### config.mk
export PLATFORM = sky130hd
export DESIGN_NAME = rms_vector_normalizer_unit
export DESIGN_NICKNAME = d
export VERILOG_FILES = /design/src/sv/rvn_pkg.sv /design/src/sv/rvn_front.sv /design/src/sv/rvn_back.sv /design/src/sv/rms_vector_normalizer_unit.sv
export VERILOG_INCLUDE_DIRS = /design/src /design/src/sv
export SDC_FILE = /design/constraint.sdc
export NUM_CORES = 2
export LEC_CHECK = 0
export BUFFER_PORTS_ARGS = -buffer_cell sky130_fd_sc_hd__buf_2
export CAP_MARGIN = 20
export CORE_ASPECT_RATIO = 1.1
export CORE_MARGIN = 4
export CORE_UTILIZATION = 45
export CTS_BUF_LIST = sky130_fd_sc_hd__clkbuf_16
export DETAILED_ROUTE_END_ITERATION = 6
export PLACE_DENSITY = 0.61
export SYNTH_ARGS = -nofsm -noshare
export SYNTH_HDL_FRONTEND = slang
export SYNTH_SLANG_ARGS = --single-unit
### constraint.sdc
create_clock -name clock -period 13 [get_ports clock]
set_clock_uncertainty 0.15 [all_clocks]
set_input_delay 0.65 -clock clock [delete_from_list [all_inputs] [get_ports clock]]
set_output_delay 0.65 -clock clock [all_outputs]
set_load 0.05 [all_outputs]
### src/sv/rms_vector_normalizer_unit_assert.svh
// ----------------------------------------------------------------------------
// rms vector normalizer assertion macros
// concurrent assertion wrappers, compiled out with ASSERT_OFF
// ----------------------------------------------------------------------------
`ifndef RMS_VECTOR_NORMALIZER_UNIT_ASSERT_SVH
`define RMS_VECTOR_NORMALIZER_UNIT_ASSERT_SVH

`ifndef ASSERT_OFF
// property checked at every clock edge outside reset
`define RVN_ASSERT(label, clk, rst, prop, msg) \
   label: assert property (@(posedge clk) disable iff (rst) prop) else $error(msg);
// condition that must never hold outside reset
`define RVN_ASSERT_NEVER(label, clk, rst, cond, msg) \
   label: assert property (@(posedge clk) disable iff (rst) !(cond)) else $error(msg);
`else
`define RVN_ASSERT(label, clk, rst, prop, msg)
`define RVN_ASSERT_NEVER(label, clk, rst, cond, msg)
`endif

`endif

### src/sv/rvn_pkg.sv
// ----------------------------------------------------------------------------
// rvn_pkg
// shared types and constants of the rms vector normalizer
// ----------------------------------------------------------------------------
package rvn_pkg;

   // vector and datapath sizes
   localparam int MaxDim     = 4096;
   localparam int CountW     = 13;
   localparam int SumW       = 45;
   localparam int InvW       = 32;
   localparam int NumW       = 63;
   localparam int DenW       = 46;
   localparam int RemW       = 47;
   localparam int DivCntW    = 6;
   localparam int SqrtSteps  = 32;
   localparam int SqrtCntW   = 5;
   localparam int ProdW      = 31;
   localparam int ScaledW    = 62;

   // request queue between front and back
   localparam int CmdDepth   = 4;
   localparam int CmdPtrW    = 2;
   localparam int CmdCntW    = 3;

   // result queue at the output
   localparam int OutDepth   = 2;
   localparam int OutPtrW    = 1;
   localparam int OutCntW    = 2;

   typedef enum logic {
      OP_ACCUM = 1'b0,
      OP_NORM  = 1'b1
   } opcode_type;

   typedef struct packed {
      opcode_type         opcode;
      logic signed [15:0] value;
      logic signed [15:0] gain;
      logic               last;
   } cmd_type;

   typedef struct packed {
      logic signed [15:0] result;
      logic               saturated;
      logic               final_res;
   } rsp_type;

   // handshake between front queue and back engine
   typedef struct packed {
      logic    valid;
      cmd_type cmd;
   } cmd_chan_type;

   typedef enum logic [3:0] {
      ST_IDLE,
      ST_ACC,
      ST_LOAD_MEAN,
      ST_DIV_MEAN,
      ST_LOAD_RECIP,
      ST_DIV_RECIP,
      ST_LOAD_SQRT,
      ST_SQRT,
      ST_MUL_GAIN,
      ST_MUL_SCALE,
      ST_OUT
   } state_type;

endpackage

### src/sv/rvn_front.sv
// ----------------------------------------------------------------------------
// rvn_front
// accepts requests and queues them for the back engine
// ----------------------------------------------------------------------------
module rvn_front (
   input  logic                  clock,
   input  logic                  reset,
   input  logic                  push,
   output logic                  full,
   input  rvn_pkg::cmd_type      cmd_in,
   output rvn_pkg::cmd_chan_type chan,
   input  logic                  cmd_pop
);

   rvn_pkg::cmd_type                 mem_ff [rvn_pkg::CmdDepth];
   logic [rvn_pkg::CmdPtrW-1:0]      wr_ptr_ff, wr_ptr_in;
   logic [rvn_pkg::CmdPtrW-1:0]      rd_ptr_ff, rd_ptr_in;
   logic [rvn_pkg::CmdCntW-1:0]      count_ff, count_in;
   logic                             do_push;
   logic                             do_pop;

   // queue status
   assign full    = (count_ff == rvn_pkg::CmdCntW'(rvn_pkg::CmdDepth));
   assign do_push = push && !full;
   assign do_pop  = cmd_pop && (count_ff != '0);

   assign chan.valid = (count_ff != '0);
   assign chan.cmd   = mem_ff[rd_ptr_ff];

   // pointer and fill bookkeeping
   always_comb begin
      wr_ptr_in = do_push ? wr_ptr_ff + 1'b1 : wr_ptr_ff;
      rd_ptr_in = do_pop  ? rd_ptr_ff + 1'b1 : rd_ptr_ff;
      count_in  = count_ff;
      if (do_push && !do_pop) begin
         count_in = count_ff + 1'b1;
      end else if (!do_push && do_pop) begin
         count_in = count_ff - 1'b1;
      end
   end

   always_ff @(posedge clock) begin
      if (reset) begin
         wr_ptr_ff <= '0;
         rd_ptr_ff <= '0;
         count_ff  <= '0;
      end else begin
         wr_ptr_ff <= wr_ptr_in;
         rd_ptr_ff <= rd_ptr_in;
         count_ff  <= count_in;
      end
   end

   // request storage
   always_ff @(posedge clock) begin
      if (do_push) begin
         mem_ff[wr_ptr_ff] <= cmd_in;
      end
   end

endmodule

### src/sv/rvn_back.sv
// ----------------------------------------------------------------------------
// rvn_back
// accumulates squares, derives the inverse rms and scales pass 1 elements
// ----------------------------------------------------------------------------
`include "rms_vector_normalizer_unit_assert.svh"

module rvn_back (
   input  logic                  clock,
   input  logic                  reset,
   input  rvn_pkg::cmd_chan_type chan,
   output logic                  cmd_pop,
   input  logic                  csr_write_en,
   input  logic [15:0]           csr_write_data,
   output logic                  rsp_empty,
   input  logic                  rsp_pop,
   output rvn_pkg::rsp_type      rsp
);

   rvn_pkg::state_type                state_ff, state_in;
   rvn_pkg::cmd_type                  cmd_ff;
   logic [15:0]                       epsilon_ff;
   logic [rvn_pkg::SumW-1:0]          sum_ff;
   logic [rvn_pkg::CountW-1:0]        count_ff;
   logic [rvn_pkg::InvW-1:0]          inv_ff;
   logic                              scale_ready_ff;
   logic [rvn_pkg::NumW-1:0]          num_ff;
   logic [rvn_pkg::DenW-1:0]          den_ff;
   logic [rvn_pkg::RemW-1:0]          rem_ff;
   logic [rvn_pkg::DivCntW-1:0]       div_cnt_ff;
   logic [rvn_pkg::NumW-1:0]          sq_q_ff;
   logic [rvn_pkg::NumW-1:0]          sq_res_ff;
   logic [rvn_pkg::NumW-1:0]          sq_bit_ff;
   logic [rvn_pkg::SqrtCntW-1:0]      sq_cnt_ff;
   logic [rvn_pkg::ProdW-1:0]         prod_ff;
   logic [rvn_pkg::ScaledW-1:0]       scaled_ff;
   rvn_pkg::rsp_type                  out_mem_ff [rvn_pkg::OutDepth];
   logic [rvn_pkg::OutPtrW-1:0]       out_wr_ff;
   logic [rvn_pkg::OutPtrW-1:0]       out_rd_ff;
   logic [rvn_pkg::OutCntW-1:0]       out_count_ff, out_count_in;

   logic                              out_push;
   logic                              out_pop;
   logic                              div_last;
   logic                              sqrt_last;
   logic [16:0]                       x_ext, w_ext;
   logic [16:0]                       x_mag, w_mag;
   logic [33:0]                       x_sq;
   logic [33:0]                       xw;
   logic                              under_max;
   logic [rvn_pkg::RemW-1:0]          rem_shift;
   logic                              rem_ge;
   logic [rvn_pkg::DenW-1:0]          mean_sq;
   logic [rvn_pkg::NumW-1:0]          sq_trial;
   logic                              sq_ge;
   logic [rvn_pkg::NumW-1:0]          sq_q_next;
   logic [rvn_pkg::NumW-1:0]          sq_res_next;
   logic [rvn_pkg::NumW:0]            rounded;
   logic [31:0]                       mag_r;
   logic                              neg;
   rvn_pkg::rsp_type                  rsp_new;

   // element magnitudes
   assign x_ext     = {cmd_ff.value[15], cmd_ff.value};
   assign w_ext     = {cmd_ff.gain[15], cmd_ff.gain};
   assign x_mag     = cmd_ff.value[15] ? 17'(~x_ext + 17'd1) : x_ext;
   assign w_mag     = cmd_ff.gain[15]  ? 17'(~w_ext + 17'd1) : w_ext;
   assign x_sq      = x_mag * x_mag;
   assign xw        = x_mag * w_mag;
   assign under_max = (count_ff < rvn_pkg::CountW'(rvn_pkg::MaxDim));

   // shared restoring divider step
   assign rem_shift = {rem_ff[rvn_pkg::RemW-2:0], num_ff[rvn_pkg::NumW-1]};
   assign rem_ge    = (rem_shift >= {1'b0, den_ff});
   assign div_last  = (div_cnt_ff == rvn_pkg::DivCntW'(rvn_pkg::NumW - 1));

   // mean square plus epsilon, empty vector gives epsilon alone
   assign mean_sq = ((count_ff == '0) ? '0 : rvn_pkg::DenW'(num_ff[rvn_pkg::SumW-1:0]))
                    + rvn_pkg::DenW'(epsilon_ff);

   // integer square root step
   assign sq_trial    = sq_res_ff + sq_bit_ff;
   assign sq_ge       = (sq_q_ff >= sq_trial);
   assign sq_q_next   = sq_ge ? sq_q_ff - sq_trial : sq_q_ff;
   assign sq_res_next = sq_ge ? (sq_res_ff >> 1) + sq_bit_ff : (sq_res_ff >> 1);
   assign sqrt_last   = (sq_cnt_ff == rvn_pkg::SqrtCntW'(rvn_pkg::SqrtSteps - 1));

   // round to nearest at bit 31 and saturate
   assign rounded = {1'b0, rvn_pkg::NumW'(scaled_ff)} + (64'd1 << 30);
   assign mag_r   = rounded[62:31];
   assign neg     = cmd_ff.value[15] ^ cmd_ff.gain[15];

   always_comb begin
      rsp_new.result    = '0;
      rsp_new.saturated = 1'b0;
      rsp_new.final_res = cmd_ff.last;
      if (scale_ready_ff) begin
         if (neg) begin
            if (mag_r > 32'd32768) begin
               rsp_new.result    = 16'sh8000;
               rsp_new.saturated = 1'b1;
            end else begin
               rsp_new.result = 16'(~mag_r + 32'd1);
            end
         end else begin
            if (mag_r > 32'd32767) begin
               rsp_new.result    = 16'sh7fff;
               rsp_new.saturated = 1'b1;
            end else begin
               rsp_new.result = 16'(mag_r);
            end
         end
      end
   end

   // next state
   always_comb begin
      state_in = state_ff;
      case (state_ff)
         rvn_pkg::ST_IDLE: begin
            if (chan.valid) begin
               state_in = (chan.cmd.opcode == rvn_pkg::OP_ACCUM) ?
                          rvn_pkg::ST_ACC : rvn_pkg::ST_MUL_GAIN;
            end
         end
         rvn_pkg::ST_ACC: begin
            state_in = cmd_ff.last ? rvn_pkg::ST_LOAD_MEAN : rvn_pkg::ST_IDLE;
         end
         rvn_pkg::ST_LOAD_MEAN:  state_in = rvn_pkg::ST_DIV_MEAN;
         rvn_pkg::ST_DIV_MEAN: begin
            if (div_last) state_in = rvn_pkg::ST_LOAD_RECIP;
         end
         rvn_pkg::ST_LOAD_RECIP: begin
            state_in = (mean_sq == '0) ? rvn_pkg::ST_IDLE : rvn_pkg::ST_DIV_RECIP;
         end
         rvn_pkg::ST_DIV_RECIP: begin
            if (div_last) state_in = rvn_pkg::ST_LOAD_SQRT;
         end
         rvn_pkg::ST_LOAD_SQRT:  state_in = rvn_pkg::ST_SQRT;
         rvn_pkg::ST_SQRT: begin
            if (sqrt_last) state_in = rvn_pkg::ST_IDLE;
         end
         rvn_pkg::ST_MUL_GAIN:   state_in = rvn_pkg::ST_MUL_SCALE;
         rvn_pkg::ST_MUL_SCALE:  state_in = rvn_pkg::ST_OUT;
         rvn_pkg::ST_OUT: begin
            if (out_push) state_in = rvn_pkg::ST_IDLE;
         end
         default: state_in = rvn_pkg::ST_IDLE;
      endcase
   end

   // state outputs
   always_comb begin
      cmd_pop  = 1'b0;
      out_push = 1'b0;
      case (state_ff)
         rvn_pkg::ST_IDLE: cmd_pop  = chan.valid;
         rvn_pkg::ST_OUT:  out_push = (out_count_ff != rvn_pkg::OutCntW'(rvn_pkg::OutDepth));
         default: ;
      endcase
   end

   // control registers
   always_ff @(posedge clock) begin
      if (reset) begin
         state_ff       <= rvn_pkg::ST_IDLE;
         epsilon_ff     <= 16'd1;
         sum_ff         <= '0;
         count_ff       <= '0;
         inv_ff         <= '0;
         scale_ready_ff <= 1'b0;
      end else begin
         state_ff <= state_in;
         if (csr_write_en) begin
            epsilon_ff <= csr_write_data;
         end
         case (state_ff)
            rvn_pkg::ST_ACC: begin
               if (under_max) begin
                  sum_ff   <= sum_ff + rvn_pkg::SumW'(x_sq);
                  count_ff <= count_ff + 1'b1;
               end
            end
            rvn_pkg::ST_LOAD_RECIP: begin
               if (mean_sq == '0) begin
                  inv_ff         <= '1;
                  scale_ready_ff <= 1'b1;
                  sum_ff         <= '0;
                  count_ff       <= '0;
               end
            end
            rvn_pkg::ST_SQRT: begin
               if (sqrt_last) begin
                  inv_ff         <= sq_res_next[rvn_pkg::InvW-1:0];
                  scale_ready_ff <= 1'b1;
                  sum_ff         <= '0;
                  count_ff       <= '0;
               end
            end
            rvn_pkg::ST_OUT: begin
               if (out_push && cmd_ff.last) begin
                  scale_ready_ff <= 1'b0;
               end
            end
            default: ;
         endcase
      end
   end

   // datapath registers
   always_ff @(posedge clock) begin
      if (cmd_pop) begin
         cmd_ff <= chan.cmd;
      end
      case (state_ff)
         rvn_pkg::ST_LOAD_MEAN: begin
            num_ff     <= rvn_pkg::NumW'(sum_ff);
            den_ff     <= rvn_pkg::DenW'(count_ff);
            rem_ff     <= '0;
            div_cnt_ff <= '0;
         end
         rvn_pkg::ST_LOAD_RECIP: begin
            num_ff     <= rvn_pkg::NumW'(1) << 62;
            den_ff     <= mean_sq;
            rem_ff     <= '0;
            div_cnt_ff <= '0;
         end
         rvn_pkg::ST_DIV_MEAN, rvn_pkg::ST_DIV_RECIP: begin
            num_ff     <= {num_ff[rvn_pkg::NumW-2:0], rem_ge};
            rem_ff     <= rem_ge ? rem_shift - {1'b0, den_ff} : rem_shift;
            div_cnt_ff <= div_cnt_ff + 1'b1;
         end
         rvn_pkg::ST_LOAD_SQRT: begin
            sq_q_ff   <= num_ff;
            sq_res_ff <= '0;
            sq_bit_ff <= rvn_pkg::NumW'(1) << 62;
            sq_cnt_ff <= '0;
         end
         rvn_pkg::ST_SQRT: begin
            sq_q_ff   <= sq_q_next;
            sq_res_ff <= sq_res_next;
            sq_bit_ff <= sq_bit_ff >> 2;
            sq_cnt_ff <= sq_cnt_ff + 1'b1;
         end
         rvn_pkg::ST_MUL_GAIN:  prod_ff   <= xw[rvn_pkg::ProdW-1:0];
         rvn_pkg::ST_MUL_SCALE: begin
            scaled_ff <= rvn_pkg::ScaledW'(prod_ff) * rvn_pkg::ScaledW'(inv_ff);
         end
         default: ;
      endcase
   end

   // result queue
   assign out_pop   = rsp_pop && (out_count_ff != '0);
   assign rsp_empty = (out_count_ff == '0);
   assign rsp       = out_mem_ff[out_rd_ff];

   always_comb begin
      out_count_in = out_count_ff;
      if (out_push && !out_pop) begin
         out_count_in = out_count_ff + 1'b1;
      end else if (!out_push && out_pop) begin
         out_count_in = out_count_ff - 1'b1;
      end
   end

   always_ff @(posedge clock) begin
      if (reset) begin
         out_wr_ff    <= '0;
         out_rd_ff    <= '0;
         out_count_ff <= '0;
      end else begin
         if (out_push) out_wr_ff <= out_wr_ff + 1'b1;
         if (out_pop)  out_rd_ff <= out_rd_ff + 1'b1;
         out_count_ff <= out_count_in;
      end
   end

   always_ff @(posedge clock) begin
      if (out_push) begin
         out_mem_ff[out_wr_ff] <= rsp_new;
      end
   end

   // checks
   `RVN_ASSERT_NEVER(a_out_bound, clock, reset,
      out_count_ff > rvn_pkg::OutCntW'(rvn_pkg::OutDepth), "result queue overfilled")
   `RVN_ASSERT(a_sqrt_done, clock, reset,
      (state_ff == rvn_pkg::ST_SQRT && sqrt_last) |=> scale_ready_ff && count_ff == '0,
      "scale not fixed after square root")
   `RVN_ASSERT(a_zero_mean, clock, reset,
      (state_ff == rvn_pkg::ST_LOAD_RECIP && mean_sq == '0) |=> inv_ff == '1,
      "zero mean square did not saturate scale")
   `RVN_ASSERT(a_pass_end, clock, reset,
      (out_push && cmd_ff.last) |=> !scale_ready_ff,
      "scale still ready after last normalize request")

endmodule

### src/sv/rms_vector_normalizer_unit.sv
// ----------------------------------------------------------------------------
// rms_vector_normalizer_unit
// rms layer normalization of one streamed vector with per-element gain
// ----------------------------------------------------------------------------
// requests enter on req_* (push/full); opcode 0 adds the element square to
// the running sum, opcode 1 returns one scaled element on rsp_* (empty/pop).
// the request marked last in pass 0 fixes the scale: a 63-step mean divide,
// a 63-step reciprocal divide and a 32-step square root in the back engine,
// during which later requests wait in the queue. a pass 1 request passes
// through a gain multiply and a scale multiply, then waits for room in the
// result queue. the front queue holds 4 requests and the result queue 2.
// csr_write_en/csr_write_data load epsilon (reset value 1); the user must
// write it only while idle, the block itself does not enforce this.
// reset is synchronous: it empties both queues, clears the sum, count and
// scale, and sets epsilon to 1. when the receiver stops popping, the result
// queue fills, the back engine holds its finished result, and full rises
// once the front queue is full; no request or result is lost.
// ----------------------------------------------------------------------------
module rms_vector_normalizer_unit (
   input  logic               clock,
   input  logic               reset,
   input  logic               req_push,
   output logic               req_full,
   input  logic               req_opcode,
   input  logic signed [15:0] req_value,
   input  logic signed [15:0] req_gain,
   input  logic               req_last,
   output logic               rsp_empty,
   input  logic               rsp_pop,
   output logic signed [15:0] rsp_result,
   output logic               rsp_saturated,
   output logic               rsp_final_res,
   input  logic               csr_write_en,
   input  logic [15:0]        csr_write_data
);

   rvn_pkg::cmd_type      cmd_in;
   rvn_pkg::cmd_chan_type chan;
   logic                  cmd_pop;
   rvn_pkg::rsp_type      rsp;

   // request packing
   assign cmd_in.opcode = rvn_pkg::opcode_type'(req_opcode);
   assign cmd_in.value  = req_value;
   assign cmd_in.gain   = req_gain;
   assign cmd_in.last   = req_last;

   rvn_front u_front (
      .clock   (clock),
      .reset   (reset),
      .push    (req_push),
      .full    (req_full),
      .cmd_in  (cmd_in),
      .chan    (chan),
      .cmd_pop (cmd_pop)
   );

   rvn_back u_back (
      .clock          (clock),
      .reset          (reset),
      .chan           (chan),
      .cmd_pop        (cmd_pop),
      .csr_write_en   (csr_write_en),
      .csr_write_data (csr_write_data),
      .rsp_empty      (rsp_empty),
      .rsp_pop        (rsp_pop),
      .rsp            (rsp)
   );

   // result unpacking
   assign rsp_result    = rsp.result;
   assign rsp_saturated = rsp.saturated;
   assign rsp_final_res = rsp.final_res;

endmodule
==> run metrics <==
outcome=complete, no violations; reg2reg path depth=32; crit-path max cell delay=0.74 ns; antenna viol nets, final=0; Min-Delay Path Class=in -> reg; crit path DAT=10.87 ns; cts hold-fix bufs=50; drt drc=0; worst reg2reg setup slack=2.56 ns; detailed-router iteration count before antenna repair=7; final net count=11284; cell count after synthesis=9268; CTS Root Buffer Type=clkbuf_16; post-synthesis async set-or-reset flop share=0; Distinct cells, synth=86; WP data required=13.43 ns; cts bufs inserted=83; Starting Density=0.453; layout overhead on the synthesized area=7.48%; full die area=0.203 mm2; CTS Buffer Depth=3; predominant post-synthesis flop cell=edfxtp_1; Mapped Area=0.0883 mm2; clock slew at reported path FFs=0.07 ns; FP Rows=170; EDFF count, synth=592; Hold Crit Start=reset; die height=473 um; post-synth top area share=0.297; Final Hold Fails=0; GRT overflow=0; period utilization=0.803; synthesized flop and latch total=717; clock latency at the later pin of the worst-skew pair=0.73 ns; vias in the first global route=67698; initial DRC count=4494; placed inst area=0.0917 mm2; core area=0.195 mm2; Critical Path Source Type=flop; DIE WIDTH=430 um; Vias=64989; Syn. warnings=0; largest net degree at the start of global routing=103; Slew HR=0.175; setup bufs post-CTS=0; antenna violations before repair=1; Mapped Avg Cell Area=9.53 um2; RSZ-0062 raised after global routing=no; global-route wire length before repair=377000 um; Final Max Slew Viols=0; max cap viols=0; Min Clock Period, post-route=10.44 ns; num ports=75; CTS sink count=717; largest area contributor in the netlist=fa_1; DR vias/cell=5.46; Routed wire per std cell=19.8 um; WL final=235000 um; CP Capture Type=flop; cell depth of the worst hold path=2; CTS resizes=0; highest clock rate=95.8 MHz; crit path kind=reg -> reg; CTS HTree Levels=3; Slowest-stage cell, CP=edfxtp_1; Post-Layout Inst Area=0.0949 mm2; port bufs=74; CP Max Fanout=21; final number of setup-violating endpoints=0; Tot GR Track Use=0.234; fraction of layout cells with a size suffix above 1=0.0520; gp weighted congestion=0.892; ranking of synthesized cells by area=fa_1, edfxtp_1, ha_1; sink of the worst hold path=u_back.out_count_ff[0]; TritonCTS clock tree=yes; setup TNS=0 ns; reg2reg end=u_back.sum_ff[41]; sequential area share after synthesis=0.230; Worst-Margin Slew=1.24 ns; DP Wirelength=176000 um; worst r2r src=u_back.cmd_ff[17]
flip-flops by register name (all words and copies together) (netlist names), 33 cells and up, named ones only:
| name | cells |
|---|---|
| u_back.den_ff | 46 |
| u_back.cmd_ff | 33 |
| u_back.sq_res_ff | 63 |
| u_back.num_ff | 63 |
| u_back.sum_ff | 45 |
| u_back.rem_ff | 46 |
| u_back.out_mem_ff | 36 |
| u_back.sq_q_ff | 63 |
| u_front.mem_ff | 136 |
per-layer routing:
metal	routed length [um]	GRT usage	up-vias
met5	0	0	-
li1	-	-	29651
met1	99600	0.313	32939
met3	14300	0.0306	434
met2	114000	0.399	1965
met4	7500	0.0674	0
area by class of cell:
class	instances	area, um2
antenna	3	7.51
clock inverter	68	556
clock buffer	83	2080
multi-input combinational	6656	61100
tap	2580	3230
fill	18145	100000
sequential	717	20300
inverter	1540	5790
timing repair buffer	258	1880
cells by family (layout without fill, tap and decap cells):
group	count (synthesis)	in the layout	share of synthesized area
other cells	2	70	0.0000851
xor+xnor	422	422	0.0419
mux	95	95	0.0159
fa+ha+maj	1973	1973	0.391
simple gates	2916	2916	0.154
compound gates	1183	1183	0.0839
flops	717	717	0.230
buf+inv	1960	1949	0.0835
cell usage in the layout (no fill, tap or decap), types with 18 or more instances in the layout:
cell type,Yosys,layout
a21oi_1,336,336
a311oi_1,18,18
nor2_1,525,521
nand4_1,79,79
edfxtp_1,592,592
nand2b_1,38,38
mux4_2,34,34
nor3_1,75,71
dfxtp_1,125,115
buf_2,5,73
and3_1,46,45
ha_1,663,663
conb_1,2,67
o21a_1,38,38
a211oi_1,41,41
buf_4,0,134
nand3_1,107,107
nand2_1,1313,1311
fa_1,1310,1310
o211ai_1,21,21
inv_1,1533,1553
and2_1,507,507
mux2i_1,40,40
mux2_2,21,21
clkbuf_16,0,83
o21ai_0,307,307
or2_2,21,21
or3_1,54,54
nor2b_1,45,45
a21o_1,96,95
dlygate4sd3_1,0,50
o21bai_1,44,44
a31oi_1,77,77
xor2_1,195,193
nor4_1,25,24
o31ai_1,46,46
xnor2_1,227,218
worst max-delay path: cells and delay by family (launching register included):
family	cells	cell delay (ns)
fa+ha+maj	8	3.74
simple gates	6	1.02
xor+xnor	1	0.17
compound gates	10	2.96
flops	1	0.74
buf+inv	7	1.47
stage by stage:
stage	util	worst slack, ns	hold WS [ns]	cells
finish	0.486	2.56	0.210	11905
global route	0.486	1.89	0.200	11902
CTS	0.486	2.74	0.151	11901
detailed placement	0.470	2.85	0.294	11700
global placement	0.470	3.02	0.287	11700
floorplan	-	1.94	0.282	9333
how the worst max path moves through the flow:
stage	start	slack (ns)	cells past startpoint	end
2_1_floorplan	u_back.sq_res_ff[2]	1.94	24	u_back.sq_q_ff[0]
5_1_grt	u_back.cmd_ff[17]	1.89	32	u_back.sum_ff[39]
6_report	u_back.cmd_ff[17]	2.56	32	u_back.sum_ff[41]
3_3_place_gp	u_back.cmd_ff[17]	3.02	32	u_back.sum_ff[39]
4_1_cts	u_back.cmd_ff[17]	2.74	32	u_back.sum_ff[39]
3_5_place_dp	u_back.cmd_ff[17]	2.85	32	u_back.sum_ff[41]
cells in the mapped netlist, drive strengths merged (23+ instances only):
master and instances:
inv 1534, nand2 1313, fa 1310, ha 663
edfxtp 592, nor2 525, and2 511, clkbuf 397
a21oi 337, o21ai 312, xnor2 227, xor2 195
dfxtp 125, nand3 107, a21o 96, nand4 79
a31oi 77, nor3 76, or3 54, and3 47
o31ai 46, nor2b 45, o21bai 44, a211oi 41
mux2i 40, nand2b 38, o21a 38, mux4 34
nor4 26, buf 23
Power is not shown: default switching activity piles up to over one toggle a cycle in this logic, so the estimate is an artifact.
